## src/design/knps_pkg.sv

```systemverilog
// Shared types and constants for the k-nearest point select block.
package knps_pkg;

  localparam int unsigned COORD_W        = 24;
  localparam int unsigned DIFF_W         = COORD_W + 1;
  localparam int unsigned SQ_W           = 2 * DIFF_W;
  localparam int unsigned DIST_W         = 50;
  localparam int unsigned NIDX_W         = 6;
  localparam int unsigned MAXN_W         = 6;
  localparam int unsigned MAX_POINTS_DEF = 64;

  localparam logic [MAXN_W-1:0] MAXN_RESET = MAXN_W'(7);
  localparam logic [DIST_W-1:0] DIST_SAT   = {DIST_W{1'b1}};

  typedef struct packed {
    logic signed [COORD_W-1:0] pos_x;
    logic signed [COORD_W-1:0] pos_y;
    logic signed [COORD_W-1:0] pos_z;
    logic                      is_reference;
    logic                      set_end;
  } in_item_t;

  typedef struct packed {
    logic [NIDX_W-1:0] neighbour_index;
    logic [DIST_W-1:0] distance_sq;
    logic              found;
    logic              final_result;
  } out_item_t;

  typedef struct packed {
    logic signed [COORD_W-1:0] x;
    logic signed [COORD_W-1:0] y;
    logic signed [COORD_W-1:0] z;
  } point_t;

  // Control from the sequencer to the minimum search.
  typedef struct packed {
    logic clear;   // forget the current best
    logic filter;  // only keys ranked after the previous pick count
  } scan_ctrl_t;

  typedef enum logic [2:0] {
    ST_LOAD = 3'b001,
    ST_DIST = 3'b010,
    ST_SCAN = 3'b100
  } knps_state_e;

endpackage

```

## src/design/knps_dist_calc.sv

```systemverilog
// Two-stage squared Euclidean distance pipeline: square, then sum.
module knps_dist_calc #(
  parameter int unsigned IDX_W = 6
) (
  input  logic                          clk_i,
  input  logic                          rst_ni,
  input  logic                          in_valid_i,
  input  logic [IDX_W-1:0]              in_idx_i,
  input  knps_pkg::point_t              point_i,
  input  knps_pkg::point_t              ref_i,
  output logic                          out_valid_o,
  output logic [IDX_W-1:0]              out_idx_o,
  output logic [knps_pkg::DIST_W-1:0]   dist_o,
  output logic                          busy_o
);

  logic signed [knps_pkg::DIFF_W-1:0] dx, dy, dz;
  logic signed [knps_pkg::SQ_W-1:0]   sqx, sqy, sqz;
  logic [knps_pkg::SQ_W-1:0]          sqx_q, sqy_q, sqz_q;
  logic [knps_pkg::SQ_W+1:0]          sum;
  logic [knps_pkg::DIST_W-1:0]        dist_d, dist_q;
  logic                               v1_q, v2_q;
  logic [IDX_W-1:0]                   idx1_q, idx2_q;

  always_comb begin
    dx  = $signed({point_i.x[knps_pkg::COORD_W-1], point_i.x})
        - $signed({ref_i.x[knps_pkg::COORD_W-1], ref_i.x});
    dy  = $signed({point_i.y[knps_pkg::COORD_W-1], point_i.y})
        - $signed({ref_i.y[knps_pkg::COORD_W-1], ref_i.y});
    dz  = $signed({point_i.z[knps_pkg::COORD_W-1], point_i.z})
        - $signed({ref_i.z[knps_pkg::COORD_W-1], ref_i.z});
    sqx = dx * dx;
    sqy = dy * dy;
    sqz = dz * dz;
  end

  // Saturate the sum at the largest distance code.
  always_comb begin
    sum = {2'b00, sqx_q} + {2'b00, sqy_q} + {2'b00, sqz_q};
    if (sum > {2'b00, knps_pkg::DIST_SAT}) begin
      dist_d = knps_pkg::DIST_SAT;
    end else begin
      dist_d = sum[knps_pkg::DIST_W-1:0];
    end
  end

  always_ff @(posedge clk_i or negedge rst_ni) begin
    if (!rst_ni) begin
      v1_q <= 1'b0;
      v2_q <= 1'b0;
    end else begin
      v1_q <= in_valid_i;
      v2_q <= v1_q;
    end
  end

  always_ff @(posedge clk_i) begin
    sqx_q  <= $unsigned(sqx);
    sqy_q  <= $unsigned(sqy);
    sqz_q  <= $unsigned(sqz);
    idx1_q <= in_idx_i;
    dist_q <= dist_d;
    idx2_q <= idx1_q;
  end

  assign out_valid_o = v2_q;
  assign out_idx_o   = idx2_q;
  assign dist_o      = dist_q;
  assign busy_o      = v1_q | v2_q;

endmodule

```

## config.mk

```make
export PLATFORM = sky130hd
export DESIGN_NAME = knps_dist_calc
export DESIGN_NICKNAME = d
export VERILOG_FILES = /design/src/design/knps_pkg.sv /design/src/design/knps_dist_calc.sv
export SDC_FILE = /design/constraint.sdc
export NUM_CORES = 2
export LEC_CHECK = 0
export BUFFER_PORTS_ARGS = -buffer_cell sky130_fd_sc_hd__buf_2
export CAP_MARGIN = 25
export CORE_MARGIN = 4
export CORE_UTILIZATION = 52
export DETAILED_ROUTE_END_ITERATION = 8
export PLACE_DENSITY = 0.78
export SLEW_MARGIN = 20
export SYNTH_ARGS = -nofsm -noshare
export SYNTH_HDL_FRONTEND = slang
export SYNTH_SLANG_ARGS = --single-unit
```

## constraint.sdc

```tcl
create_clock -name clk_i -period 4.2 [get_ports clk_i]
set_input_delay 0.21 -clock clk_i [delete_from_list [all_inputs] [get_ports clk_i]]
set_output_delay 0.21 -clock clk_i [all_outputs]
set_load 0.01 [all_outputs]
```

==> flow_metrics.tcl <==
set metrics [dict create \
    drt_wl_total_um 218000 \
    routed_via_density 5.30 \
    start_util_pct 52.3 \
    period_minus_slack_ns 8.38 \
    ys.flop_type "dfxtp_1" \
    routabilityCongestion 0.983 \
    wire_per_inst_um 19.7 \
    hold_violations 0 \
    row_count 136 \
    synth_xor_area_share_pct 3.66 \
    final_common_cell "inv_1" \
    die_area_sq_um 144000 \
    final_cell_mix "inv_1 (1879), fa_1 (1809), buf_4 (1477)" \
    ys_ff_latch 211 \
    setup_tns_ns -411.59 \
    hpwl_um 184000 \
    fin_cells 11071 \
    finalCritPeriodShare_pct 200 \
    io_buffers 210 \
    cts_tree "built" \
    slowest_delay_ns 0.55 \
    grt_pass1_vias 67224 \
    fp.dieW_um 380 \
    synth-simple-area-share_pct 9.35 \
    cts_root_buffer "clkbuf_16" \
    first_pass_iters 6 \
    synth_adder_area_share_pct 61.9 \
    synth_edf_count 0 \
    dp.cells 10858 \
    synth-compound-area-share_pct 7.19 \
    dr_total_vias 58723 \
    worstReg2RegStart "sqx_q[9]" \
    pre_cts_slack_ns -4.92 \
    grt_pass1_wl_um 348000 \
    met2_usage_pct 53.8 \
    synth_top_family_by_area "adder cells" \
    arrival_ns 8.88 \
    gr-max-usage-layer "met2" \
    grt-ovfl-total 0 \
    drc 0 \
    cts_sinks 211 \
    failed_checks "negative setup slack" \
    fmax_mhz 119 \
    cts.clk_slew.worst_paths_ns 0.07 \
    yosysUniqueCellTypes 104 \
    required_ns 4.70 \
    grt_max_degree 39 \
    max_slew_margin_pct 51.7 \
    grtUsageMet1_pct 36.5 \
    fin_ws_ns -4.18 \
    antenna_left 0 \
    netlist_area_sq_um 71900 \
    cts_made_buffers 24 \
    endpoint_kind "flip-flop" \
    htreeDepth 1 \
    drv_slew 0 \
    synth_cells 7558 \
    yosysSeqAreaShare_pct 5.89 \
    synthMuxAreaShare_pct 0.0749 \
    ys_async_sr_fraction_pct 0.948 \
    hp-start "in_idx_i[1]" \
    crit_top_cell "fa_1" \
    hold_class "in2reg" \
    yosysWarningCount 0 \
    die_y_um 380 \
    slowest_stage "fa_1" \
    rsz0062_at_grt "yes" \
    hold_slack_ns 0.277 \
    syn_area_per_cell_sq_um 9.51 \
    first_iter_violations 3711 \
    cp-startpoint "point_i[24]" \
    startpoint_type "input port" \
    coreArea_sq_um 137000 \
    worstSkewPairLatency_ns 0.59 \
    io_pins 211 \
    area_growth_pct 30.4 \
    cts_buffer_depth 3 \
    grt_use_total_pct 30.4 \
    insertedDiodeCount 0 \
    crit_fanout 6 \
    antenna_found_initial 4 \
    criticalPathCategory "in2reg" \
    worstMarginPinSlew_ns 0.719 \
    use_met3_pct 4.66 \
    fin_worst_skew_ns 0.0348 \
    drv_cap 0 \
    drive_above_1_share_pct 30.3 \
    setup_violations 135 \
    finalNetCount 11845 \
    status "finished with violations" \
]
## logic make-up after synthesis
group / Yosys count
other: 2
DFF: 211
and+or+nand+nor: 1591
buffers and inverters: 2248
adders and majority gates: 2432
xor gates and xnor gates: 289
AOI/OAI and AO/OA: 780
muxes: 5
## final timing paths
kind,end,slack [ns],depth (start not counted)
setup reg to reg,dist_o[35],-0.03,14
setup / recovery,sqy_q[45],-4.18,39
max in group asynchronous,out_valid_o,3.56,3
hold reg to reg,out_idx_o[2],0.32,0
min in group asynchronous,v1_q,0.51,3
hold / removal,idx1_q[1],0.28,2
## per-stage QoR
stage	area (sq um)	util [%]
6_report	93700	68.2
5_1_grt	93700	68.2
4_1_cts	91200	66.4
3_5_place_dp	88100	64.1
3_3_place_gp	88100	64.1
2_1_floorplan	74400	-
## cells in the mapped netlist, types with 7 or more instances
cell type	count	area share, %
clkinv_1	9	0.047
or3_1	16	0.14
o22ai_1	8	0.070
xnor2_1	176	2.1
nor2b_1	29	0.25
nor2_1	600	3.1
nand2b_1	52	0.45
a31o_2	9	0.11
fa_1	1876	52
o21ai_1	8	0.056
a21o_1	155	1.6
xor2_1	103	1.3
buf_2	32	0.22
and3_1	21	0.18
nand4_1	29	0.25
o31ai_1	14	0.15
nand3_1	51	0.36
inv_2	18	0.094
dfxtp_1	209	5.8
o21bai_1	38	0.40
a21oi_1	239	1.7
nand2_1	669	3.5
inv_1	2025	11
buf_4	7	0.073
o21a_1	30	0.31
or2_2	8	0.070
and4_1	7	0.085
a211o_1	8	0.097
o31a_1	7	0.085
xnor2_2	7	0.16
and2_1	38	0.33
ha_1	556	9.7
a211oi_1	26	0.27
nor3_1	47	0.33
o211ai_1	20	0.21
clkbuf_1	139	0.73
a31oi_1	24	0.21
buf_1	11	0.057
o21ai_0	117	0.81
## sequential cells by signal (all words and copies together), names as in the netlist
| register | cells |
|---|---|
| sqy_q | 49 |
| sqz_q | 49 |
| out_valid_o | 1 |
| sqx_q | 49 |
| dist_o | 50 |
| v1_q | 1 |
| out_idx_o | 6 |
| idx1_q | 6 |
## routing by layer
| metal | up-vias | wire, um |
|---|---|---|
| li1 | 25780 | - |
| met1 | 29971 | 78400 |
| met2 | 2221 | 111000 |
| met3 | 749 | 14800 |
| met4 | 2 | 13100 |
| met5 | - | 13 |
## critical path, delay by kind of cell
| kind | cells | cell delay, ns |
|---|---|---|
| compound gates | 10 | 1.56 |
| xor+xnor | 1 | 0.21 |
| fa+ha+maj | 10 | 4.18 |
| buf+inv | 9 | 0.76 |
| simple gates | 9 | 1.94 |
## final cells by class
cell class / instances / area, sq um
multi-input combinational: 5100 / 63900
fill: 9892 / 43600
timing repair buffer: 1869 / 14600
inverter: 2054 / 7860
sequential: 211 / 4230
tap: 1794 / 2240
clock buffer: 30 / 664
clock inverter: 13 / 129
## what timing repair did
item / in CTS / in global routing
endpoints found under the hold margin: 9 / 0
hold buffers: 9 / 0
cloned: 0 / 1
endpoints found under the setup margin: 133 / 171
setup buffers: 88 / 103
resized for setup: 370 / 457
pin swaps: 299 / 344
Power is not shown: default switching activity piles up to over one toggle a cycle in this logic, so the estimate is an artifact.
