--- config.mk ---
export PLATFORM = sky130hd
export DESIGN_NAME = knps_min_scan
export DESIGN_NICKNAME = d
export VERILOG_FILES = /design/src/design/knps_pkg.sv /design/src/design/knps_min_scan.sv
export SDC_FILE = /design/constraint.sdc
export NUM_CORES = 1
export LEC_CHECK = 0
export ABC_CLOCK_PERIOD_IN_PS = 7400
export BUFFER_PORTS_ARGS = -buffer_cell sky130_fd_sc_hd__buf_2
export CELL_PAD_IN_SITES_DETAIL_PLACEMENT = 1
export CELL_PAD_IN_SITES_GLOBAL_PLACEMENT = 2
export CORE_MARGIN = 2
export CORE_UTILIZATION = 29
export DETAILED_ROUTE_END_ITERATION = 10
export GPL_ROUTABILITY_DRIVEN = 0
export PLACE_DENSITY_LB_ADDON = 0.12
export SLEW_MARGIN = 20
export SYNTH_ARGS = -nofsm -noshare
export SYNTH_HDL_FRONTEND = slang
export SYNTH_SLANG_ARGS = --single-unit
--- constraint.sdc ---
create_clock -name clk_i -period 7.4 [get_ports clk_i]
set_clock_uncertainty 0.1 [all_clocks]
set_input_delay 0.37 -clock clk_i [delete_from_list [all_inputs] [get_ports clk_i]]
set_output_delay 0.37 -clock clk_i [all_outputs]
set_load 0.03 [all_outputs]
--- src/design/knps_pkg.sv ---
// Shared types and constants for the k-nearest point select block.
package knps_pkg;

  localparam int unsigned COORD_W        = 24;
  localparam int unsigned DIFF_W         = COORD_W + 1;
  localparam int unsigned SQ_W           = 2 * DIFF_W;
  localparam int unsigned DIST_W         = 50;
  localparam int unsigned NIDX_W         = 6;
  localparam int unsigned MAXN_W         = 6;
  localparam int unsigned MAX_POINTS_DEF = 64;

  localparam logic [MAXN_W-1:0] MAXN_RESET = MAXN_W'(7);
  localparam logic [DIST_W-1:0] DIST_SAT   = {DIST_W{1'b1}};

  typedef struct packed {
    logic signed [COORD_W-1:0] pos_x;
    logic signed [COORD_W-1:0] pos_y;
    logic signed [COORD_W-1:0] pos_z;
    logic                      is_reference;
    logic                      set_end;
  } in_item_t;

  typedef struct packed {
    logic [NIDX_W-1:0] neighbour_index;
    logic [DIST_W-1:0] distance_sq;
    logic              found;
    logic              final_result;
  } out_item_t;

  typedef struct packed {
    logic signed [COORD_W-1:0] x;
    logic signed [COORD_W-1:0] y;
    logic signed [COORD_W-1:0] z;
  } point_t;

  // Control from the sequencer to the minimum search.
  typedef struct packed {
    logic clear;   // forget the current best
    logic filter;  // only keys ranked after the previous pick count
  } scan_ctrl_t;

  typedef enum logic [2:0] {
    ST_LOAD = 3'b001,
    ST_DIST = 3'b010,
    ST_SCAN = 3'b100
  } knps_state_e;

endpackage

--- src/design/knps_min_scan.sv ---
// Running minimum over a stream of (distance, index) keys, with a lower bound.
module knps_min_scan #(
  parameter int unsigned IDX_W = 6
) (
  input  logic                        clk_i,
  input  logic                        rst_ni,
  input  knps_pkg::scan_ctrl_t        ctrl_i,
  input  logic                        smp_valid_i,
  input  logic [IDX_W-1:0]            smp_idx_i,
  input  logic [knps_pkg::DIST_W-1:0] smp_dist_i,
  input  logic [IDX_W-1:0]            prev_idx_i,
  input  logic [knps_pkg::DIST_W-1:0] prev_dist_i,
  output logic [IDX_W-1:0]            best_idx_o,
  output logic [knps_pkg::DIST_W-1:0] best_dist_o
);

  logic                        have_q;
  logic [IDX_W-1:0]            best_idx_q;
  logic [knps_pkg::DIST_W-1:0] best_dist_q;
  logic                        after_prev;
  logic                        better;
  logic                        take;

  // Keys arrive in index order, so a strict less-than keeps the earliest tie.
  always_comb begin
    after_prev = !ctrl_i.filter
              || (smp_dist_i > prev_dist_i)
              || ((smp_dist_i == prev_dist_i) && (smp_idx_i > prev_idx_i));
    better     = !have_q || (smp_dist_i < best_dist_q);
    take       = smp_valid_i && after_prev && better;
  end

  always_ff @(posedge clk_i or negedge rst_ni) begin
    if (!rst_ni) begin
      have_q <= 1'b0;
    end else begin
      priority if (ctrl_i.clear) begin
        have_q <= 1'b0;
      end else if (take) begin
        have_q <= 1'b1;
      end
    end
  end

  always_ff @(posedge clk_i) begin
    if (take) begin
      best_idx_q  <= smp_idx_i;
      best_dist_q <= smp_dist_i;
    end
  end

  assign best_idx_o  = best_idx_q;
  assign best_dist_o = best_dist_q;

endmodule

==> results.toml, run 1 <==
[status]
outcome = "completed"

[synth]
synth_compound_area_share_pct = 12.0
syn-cell-area_sq_um = 4420
yosys.area_share.simple_pct = 10.6
synth.area.mux_share_pct = 0
synth_cell_type_count = 41
synthAdderAreaFrac_pct = 29.7
ys_async_sr_fraction_pct = 1.75
synth.avg_cell_area_sq_um = 10.1
synth_top_family_by_area = "adder cells"
seq_area_frac_synth_pct = 38.6
netlist_instances = 439
synth_nets = 661
synth-edff-count = 56
yosysWarningCount = 0
synth_ff_type = "edfxtp_1"
ys_ff_latch = 57
synth_xor_area_share_pct = 0

[grt]
antenna_found_initial = 0
grt_overflow = 0
grt_pass1_wl_um = 20600
grt_pass1_vias = 4062
grt.total_usage_pct = 16.5
grt_max_degree = 41

[sta]
fin_crit_sh_pct = 41.0
hold_viol = 0
drv_slew = 0
fin_crit_ns = 3.04
fin_setup_tns_ns = 0
timing.fmax_mhz = 329
worst_slew_pin_slew_ns = 0.562
rsz0062_at_grt = "no"
slew-limit-headroom_pct = 61.6
setup_violations = 0

[routing]
drc = 0
vias = 3805
postRouteAntennaNets = 0
finalWirelength_um = 13000
dr.pass1.iters = 4
drt_iter0_markers = 101
routedWlPerCell_um = 15.9
via_per_inst = 4.65

[finish]
post-route-cell-area_sq_um = 5860
final_cell_mix = "buf_2, inv_1, ha_1"
layout.nets = 847
num-fill-cells = 1785
diodes = 0
area_delta_synth_final_pct = 32.4
fin_util_pct = 39.0
final_common_cell = "buf_2"
drive_gt1_share_pct = 31.9

[floorplanning]
die_area_sq_um = 16300
core_area_sq_um = 15000
die_w_um = 128
io_pins = 173
initial_core_util_pct = 29.4
die_h_um = 128
rows = 45

[critical_path]
crit_fanout = 40
crit_cells = 10
worstPathRequired_ns = 7.26
worstSetupPathType = "primary input to flop"
endpoint = "best_dist_o[5]$_DFFE_PP_"
crit_path_start = "smp_dist_i[32]"
cp_slowest_cell = "buf_4"
ff2ff_setup_slack_ns = 4.42
r2r-start = "best_dist_o[13]$_DFFE_PP_"
slowest_delay_ns = 0.52
path_cells = "buf_2, ha_1, nand4_2, nor4_2, nand4_1, o2111ai_1, a311o_1, a31oi_2, nor3_2, buf_4"
crit_arrival_ns = 2.90
critPathBufInv = 2
rr_endpoint = "best_dist_o[5]$_DFFE_PP_"
crit_family = "simple AND/OR/NAND/NOR gates"
reg2reg_depth = 10
endpoint_kind = "flop"
start_kind = "primary input"

[placed_design]
dp_hpwl_um = 11200
port_buffers = 172
placed_cell_area_sq_um = 5540

[cts]
clockBufferDepth = 2
tritoncts = "built"
insertion_delay_ns = 0.33
numCtsBuffers = 9
clock_sinks = 57
cts-root-buf = "clkbuf_16"
cts.clk_slew.worst_paths_ns = 0.05
cts_max_level = 3

[pwr]
leakagePower_nw = 3.09
ir_worst_vdd_v = 0.000107
power_density_nw_per_um2 = 193

[hold_path]
hold_class = "primary input to flop"

[flow_run]
cap_violations = 0
-- per-stage QoR --
| stage | setup slack (ns) | hold WS, ns | std cells | total power, mW |
|---|---|---|---|---|
| floorplan | 1.13 | -0.0256 | 439 | 0.592 |
| global placement | 3.97 | 0.0470 | 801 | 0.698 |
| detailed placement | 3.91 | 0.0484 | 801 | 0.707 |
| CTS | 4.26 | 0.0648 | 818 | 1.15 |
| global route | 4.13 | 0.0641 | 818 | 1.20 |
| finish | 4.36 | 0.0800 | 818 | 1.13 |
-- worst min path at each step --
stage / from / slack (ns) / cells after the start / end
2_1_floorplan: rst_ni / -0.03 / 0 / have_q$_DFFE_PN0P_
3_3_place_gp: rst_ni / 0.05 / 1 / have_q$_DFFE_PN0P_
3_5_place_dp: rst_ni / 0.05 / 1 / have_q$_DFFE_PN0P_
4_1_cts: ctrl_i[1] / 0.06 / 2 / have_q$_DFFE_PN0P_
5_1_grt: ctrl_i[1] / 0.06 / 2 / have_q$_DFFE_PN0P_
6_report: ctrl_i[1] / 0.08 / 2 / have_q$_DFFE_PN0P_
-- state kept, by name, indices dropped and copies added, names as in the netlist --
name and cells:
have_q 1, best_idx_o 6, best_dist_o 50
-- cell usage after synthesis, drive strengths merged (2+ instances only) --
cell type  instances  area (sq um)
nand4             17           119
a21o               4          30.0
a2111oi            2          17.5
or2                2          12.5
o21ai             19          95.1
inv              108           405
and4               3          28.8
a31oi              2          18.8
nor2b              4          25.0
nand3              9          45.0
a211oi             3          22.5
nand2b             2          12.5
o211ai             2          15.0
nor4               2          33.8
nor3               4          20.0
a21boi             2          15.0
a21oi             41           209
a221oi             4          41.3
o2111ai            2          17.5
nand2             25          93.8
nor2              10          37.5
edfxtp            56          1680
ha               105          1310
-- power by group --
part / internal (mW) / switching [mW] / total, mW
registers: 0.392 / 0.0133 / 0.405
logic: 0.108 / 0.183 / 0.291
clock network: 0.279 / 0.153 / 0.432
total: 0.778 / 0.350 / 1.13
-- cell families (layout without fill, tap and decap cells) --
| logic type | count (synthesis) | after routing |
|---|---|---|
| buf+inv | 108 | 299 |
| fa+ha+maj | 105 | 105 |
| compound gates | 86 | 86 |
| simple gates | 83 | 83 |
| flops | 57 | 57 |
-- area by class of cell --
cell class	instances	area [sq um]	area share [%]
clock buffer	12	256	4.38
inverter	108	405	6.92
timing repair buffer	175	886	15.1
tap	188	235	4.02
sequential	57	1710	29.1
clock inverter	4	51.3	0.876
multi-input combinational	274	2320	39.6
-- repair_timing --
action | 4_1_cts | 5_1_grt
setup buffers | 0 | 0
endpoints found under the hold margin | 1 | 0
resized for setup | 0 | 0
hold buffers | 1 | 0
-- per-layer routing --
metal  wire, um  vias up  part of all wire [%]  GRT usage (%)
li1           -     1932                     -              -
met1       5890     1762                    45           21.3
met2       6140      100                    47           26.7
met3        815       11                   6.3           4.36
met4        183        0                   1.4           5.88
met5          0        -                     0              0
(Power assumes the default switching activity.)
==> inputs of run 2 (changes only) <==
--- a/config.mk
+++ b/config.mk
@@ -5,12 +5,13 @@
 export SDC_FILE = /design/constraint.sdc
 export NUM_CORES = 1
 export LEC_CHECK = 0
-export ABC_CLOCK_PERIOD_IN_PS = 7400
+export ABC_AREA = 1
+export ABC_CLOCK_PERIOD_IN_PS = 2540
 export BUFFER_PORTS_ARGS = -buffer_cell sky130_fd_sc_hd__buf_2
 export CELL_PAD_IN_SITES_DETAIL_PLACEMENT = 1
 export CELL_PAD_IN_SITES_GLOBAL_PLACEMENT = 2
 export CORE_MARGIN = 2
-export CORE_UTILIZATION = 29
+export CORE_UTILIZATION = 26
 export DETAILED_ROUTE_END_ITERATION = 10
 export GPL_ROUTABILITY_DRIVEN = 0
 export PLACE_DENSITY_LB_ADDON = 0.12
==> constraint.sdc (replaced) <==
create_clock -name clk_i -period 2.54 [get_ports clk_i]
set_clock_uncertainty 0.1 [all_clocks]
set_input_delay 0.127 -clock clk_i [delete_from_list [all_inputs] [get_ports clk_i]]
set_output_delay 0.127 -clock clk_i [all_outputs]
set_load 0.03 [all_outputs]
==> run 2 against run 1 <==
  * Non-clock buffer count up 64
  * Design area up 17%
  * Sequential share of layout area down 4.3 points
  * Cell count up 24%
  * Global-route usage down 0.18 points
  * Clock-buffer cell count down 1
  * Die area up 15%
  * Core utilization up 0.69 points
  * Power rose to 2.8 times the previous value
  * Combinational power rose to 3.3 times the previous value
  * Highest routed layer unchanged
==> results.toml, run 2 <==
[status]
outcome = "completed"

[routing]
finalWirelength_um = 15400
drt_iter0_markers = 151
postRouteAntennaNets = 0
vias = 4386
via_per_inst = 4.33
routedWlPerCell_um = 15.2
drc = 0
dr.pass1.iters = 4

[grt]
grt_overflow = 0
antenna_found_initial = 1
grt_pass1_wl_um = 23200
grt_max_degree = 41
grt_pass1_vias = 4659
grt.total_usage_pct = 16.3

[finish]
fin_util_pct = 39.7
multi_input_area_sq_um = 2480
final_cell_mix = "buf_2, inv_1, ha_1"
final_common_cell = "buf_2"
num-fill-cells = 2088
instances_no_fill = 1013
layout.nets = 1004
area_delta_synth_final_pct = 49.2
largest_reg_flops = 50
post-route-cell-area_sq_um = 6860
regArea_sq_um = 1710
drive_gt1_share_pct = 28.2

[synth]
synthTopCellsByCount = "inv_1, ha_1, nand2_1, edfxtp_1, a21oi_1"
synth.area.mux_share_pct = 0
yosys.area_share.simple_pct = 15.1
ys_async_sr_fraction_pct = 1.75
yosysMostFrequentCell = "inv_1"
synthAdderAreaFrac_pct = 28.6
yosysTopAreaCell = "edfxtp_1"
yosys-top-cells-area = "edfxtp_1, ha_1, inv_1, nand2_1, a21oi_1"
synth_ff_type = "edfxtp_1"
synth_top_area_share_pct = 36.6
synth-edff-count = 56
syn-cell-area_sq_um = 4600
seq_area_frac_synth_pct = 37.1
synth_xor_area_share_pct = 0
synth.avg_cell_area_sq_um = 8.64
synth_cell_type_count = 24
yosysWarningCount = 0
ys_ff_latch = 57
netlist_instances = 532
synth_compound_area_share_pct = 8.22
synth_nets = 754
synth_top_family_by_area = "adder cells"

[hold_path]
hold_class = "primary input to asynchronous set/reset pin"

[sta]
slew-limit-headroom_pct = 67.8
hold_viol = 0
fin_crit_ns = 2.44
worst_slew_pin_slew_ns = 0.478
timing.fmax_mhz = 410
setup_violations = 0
fin_setup_tns_ns = 0
drv_slew = 0
fin_crit_sh_pct = 96.0

[pwr]
intPower_mw = 2.17
pwr-share-comb_pct = 30.1
leakagePower_nw = 3.65
p_sw_share_pct = 31.9
p_seq_share_pct = 36.2
ir_worst_vdd_v = 0.000292
power_density_nw_per_um2 = 465
p_sw_mw = 1.02
p_clk_share_pct = 33.8
finalPower_mw = 3.19

[floorplanning]
die_h_um = 137
die_area_sq_um = 18800
core_area_sq_um = 17300
io_pins = 173
initial_core_util_pct = 26.6
rows = 48
die_w_um = 137

[critical_path]
reg2reg_depth = 13
crit_arrival_ns = 2.39
ff2ff_setup_slack_ns = 0.17
endpoint_kind = "flop"
r2r-start = "best_dist_o[19]$_DFFE_PP_"
worstSetupPathType = "primary input to flop"
crit_fanout = 8
worstPathRequired_ns = 2.49
rr_endpoint = "best_dist_o[21]$_DFFE_PP_"
start_kind = "primary input"

[cts]
cts.clk_slew.worst_paths_ns = 0.06
clock_sinks = 57
clockBufferDepth = 2
tritoncts = "built"
cts_max_level = 3
numCtsBuffers = 9
cts-root-buf = "clkbuf_16"
insertion_delay_ns = 0.33

[placed_design]
dp_hpwl_um = 12200
dp.cells = 932
placed_cell_area_sq_um = 5790
port_buffers = 172

[flow_run]
cap_violations = 0
run 2: cell count changes after synthesis, moves of 5 or more:
cell / change
nand3_1: +6
a21oi_1: +6
nand4_1: -12
nor2_1: +23
inv_1: +24
nand2_1: +74
o21ai_1: -5
run 2: area by class of cell:
cell class	count	area share (%)
multi-input combinational	340	36.2
sequential	57	24.9
timing repair buffer	239	23.7
inverter	135	7.39
tap	225	4.10
clock buffer	11	3.39
clock inverter	5	0.328
antenna	1	0.0365
run 2: how the worst max path moves through the flow:
| stage | start | endpoint |
|---|---|---|
| 2_1_floorplan | best_dist_o[43]$_DFFE_PP_ | best_dist_o[0]$_DFFE_PP_ |
| 3_3_place_gp | smp_dist_i[17] | best_idx_o[1]$_DFFE_PP_ |
| 3_5_place_dp | smp_dist_i[17] | best_idx_o[0]$_DFFE_PP_ |
| 4_1_cts | smp_dist_i[35] | best_dist_o[31]$_DFFE_PP_ |
| 5_1_grt | smp_dist_i[46] | best_dist_o[21]$_DFFE_PP_ |
| 6_report | smp_dist_i[46] | best_dist_o[21]$_DFFE_PP_ |
run 2: per-layer routing:
layer	vias to the layer above	global-route usage, %	routed length [um]
met5	-	0	0
met4	0	4.12	186
met3	15	4.89	924
met2	122	27.5	7230
met1	2008	20.3	7060
li1	2241	-	-
run 2: metrics by stage:
step / worst slack [ns] / hold slack, ns
after global routing: -0.00185 / 0.0122
final: 0.101 / 0.0230
after detailed placement: -0.00699 / -0.175
after floorplan: -0.429 / -0.269
after CTS: 0.0167 / 0.00486
after global placement: 0.00199 / -0.175
run 2: logic make-up (layout without fill, tap and decap cells):
kind of cell    Yosys count  count (layout)
simple gates            166             166
buf+inv                 135             390
fa+ha+maj               105             105
compound gates           69              69
flops                    57              57
other cells               0               1
run 2: critical path, cell delays in order:
cell,delay [ns]
dlygate4sd3_1,0.64
ha_4,0.31
nand2_1,0.05
nor2_2,0.12
and2_4,0.15
nand3_2,0.07
nor2_2,0.10
nand2_1,0.06
nand3_2,0.06
nand2_1,0.04
nand2_1,0.06
nand2_2,0.07
a21oi_4,0.14
buf_12,0.18
clkbuf_16,0.17
run 2: power by group through the flow:
stage | clock network [mW] | logic [mW] | registers (mW)
after CTS | 1.12 | 0.900 | 1.16
after global placement | 0 | 0.801 | 1.17
final | 1.08 | 0.958 | 1.15
after floorplan | 0 | 0.363 | 1.30
after global routing | 1.15 | 1.08 | 1.16
after detailed placement | 0 | 0.825 | 1.17
run 2: timing repair:
| action | CTS | global route |
|---|---|---|
| endpoints found under the setup margin | 0 | 56 |
| hold endpoints to repair | 58 | 1 |
| hold buffers | 58 | 1 |
| buffers inserted | 0 | 1 |
| gates resized for setup | 0 | 22 |
==> inputs of run 3 (changes only) <==
--- a/config.mk
+++ b/config.mk
@@ -10,10 +10,10 @@
 export BUFFER_PORTS_ARGS = -buffer_cell sky130_fd_sc_hd__buf_2
 export CELL_PAD_IN_SITES_DETAIL_PLACEMENT = 1
 export CELL_PAD_IN_SITES_GLOBAL_PLACEMENT = 2
-export CORE_MARGIN = 2
 export CORE_UTILIZATION = 26
 export DETAILED_ROUTE_END_ITERATION = 10
 export GPL_ROUTABILITY_DRIVEN = 0
+export MAX_ROUTING_LAYER = met4
 export PLACE_DENSITY_LB_ADDON = 0.12
 export SLEW_MARGIN = 20
 export SYNTH_ARGS = -nofsm -noshare
==> run 3 against run 2 <==
  * Flip-flop and latch count stayed put
  * Global-route usage is 0.69 points higher
  * First-iteration DRC count is 26% lower
  * Maximum frequency is 1.7% higher
  * Hold slack better by 0.022 ns
  * Critical endpoint is now best_dist_o[4]$_DFFE_PP_
==> results.toml, run 3 (synthesized netlist as in run 2, its figures left out) <==
[placed_design]
dp.cells = 932
dp_hpwl_um = 11700
placed_cell_area_sq_um = 5800
pre_cts_slack_ns = -0.0636
port_buffers = 172

[sta]
hold-worst-slack_ns = 0.0449
setup_violations = 0
drv_slew = 0
timing.fmax_mhz = 417
fin_crit_sh_pct = 94.4
worst_slew_pin_slew_ns = 0.315
fin_crit_ns = 2.40
timing.final.ws_setup_ns = 0.143
hold_viol = 0
slew-limit-headroom_pct = 78.9
fin_setup_tns_ns = 0

[cts]
clock_sinks = 57
clockBufferDepth = 2
numCtsBuffers = 9
cts.clk_slew.worst_paths_ns = 0.05
cts-root-buf = "clkbuf_16"
tritoncts = "built"
cts_max_level = 3
insertion_delay_ns = 0.34

[critical_path]
cp_slowest_cell = "dlygate4sd3_1"
crit_arrival_ns = 2.35
worstPathRequired_ns = 2.49
start_kind = "primary input"
crit_path_start = "smp_dist_i[46]"
path_cells = "dlygate4sd3_1, buf_2, ha_1, nand2_1, nor2_2, and2_4, nand3_2, nor2_1, nand2_1, nand3_2, nand2_1, nand2_1, nand2_2, a21oi_4, buf_6, clkbuf_16"
crit_family = "buffers and inverters"
endpoint_kind = "flop"
crit_fanout = 8
r2r-start = "best_dist_o[43]$_DFFE_PP_"
crit_top_cell = "nand2_1"
critPathBufInv = 4
worstSetupPathType = "primary input to flop"
slowest_delay_ns = 0.53

[finish]
post-route-cell-area_sq_um = 6830
fin_util_pct = 39.5
largest_reg_flops = 50
final_cell_mix = "buf_2, inv_1, ha_1"
drive_gt1_share_pct = 27.9
diodes = 0
layout.nets = 1005
final_common_cell = "buf_2"
num-fill-cells = 2116
area_delta_synth_final_pct = 48.6
instances_no_fill = 1013

[routing]
finalWirelength_um = 14700
drt_iter0_markers = 111
drc = 0
vias = 4383
routedWlPerCell_um = 14.5
dr.pass1.iters = 4
postRouteAntennaNets = 0
via_per_inst = 4.33

[grt]
grt_pass1_wl_um = 22900
grt_pass1_vias = 4652
grt_max_degree = 35
grt.total_usage_pct = 17.0
grt_overflow = 0
antenna_found_initial = 0

[floorplanning]
rows = 48
die_w_um = 135
core_area_sq_um = 17300
die_h_um = 135
initial_core_util_pct = 26.6
io_pins = 173
die_area_sq_um = 18200

[pwr]
power_density_nw_per_um2 = 481
p_sw_share_pct = 31.3
finalPower_mw = 3.28
leakagePower_nw = 3.66
pwr-share-comb_pct = 28.2
ir_worst_vdd_v = 0.000260
p_clk_share_pct = 36.7
p_sw_mw = 1.03
intPower_mw = 2.26
p_seq_share_pct = 35.1

[hold_path]
hold_class = "primary input to asynchronous set/reset pin"

[status]
outcome = "completed"

[flow_run]
cap_violations = 0
-- run 3: power groups by stage --
stage	logic (mW)	registers [mW]	clock network, mW
floorplan	0.363	1.30	0
global placement	0.799	1.17	0
detailed placement	0.818	1.17	0
CTS	0.893	1.16	1.25
global route	1.05	1.16	1.28
finish	0.926	1.15	1.20
-- run 3: worst paths after layout --
check / end / slack (ns) / depth (start not counted)
max reg2reg: best_dist_o[4]$_DFFE_PP_ / 0.15 / 13
min: have_q$_DFFE_PN0P_ / 0.04 / 2
max in group asynchronous: have_q$_DFFE_PN0P_ / 2.21 / 2
min in group clk_i: have_q$_DFFE_PN0P_ / 0.18 / 5
max: best_dist_o[4]$_DFFE_PP_ / 0.14 / 16
min reg2reg: have_q$_DFFE_PN0P_ / 0.47 / 2
-- run 3: per-layer routing --
metal | wire [um] | global-route usage (%) | share of wire, % | up-vias
li1 | - | - | - | 2242
met1 | 6860 | 21.1 | 47 | 2032
met2 | 7090 | 28.2 | 48 | 101
met3 | 617 | 3.23 | 4.2 | 8
met4 | 138 | 4.87 | 0.94 | 0
met5 | 0 | - | 0 | -
-- run 3: area by class of cell --
| cell class | instances | area, sq um | share of cell area, % |
|---|---|---|---|
| inverters | 135 | 507 | 7.42 |
| multi-input cells | 340 | 2450 | 35.8 |
| clock buffers | 9 | 225 | 3.30 |
| flip-flops and latches | 57 | 1710 | 25.0 |
| well taps | 225 | 282 | 4.12 |
| clock inverters | 7 | 61.3 | 0.897 |
| repair buffers | 240 | 1600 | 23.5 |
-- run 3: what timing repair did --
item                                    CTS  global route
setup buffers                             0             2
hold buffers                             58             1
endpoints found under the hold margin    58             1
resized for setup                         0            12
endpoints found under the setup margin    0            56
-- run 3: worst register-to-register path: cells and delay by family (launching register included) --
kind,cells,cell delay (ns)
buffers and inverters,4,0.44
adders and majority gates,1,0.24
AOI/OAI and AO/OA,4,0.62
DFF,1,0.39
and+or+nand+nor,4,0.31
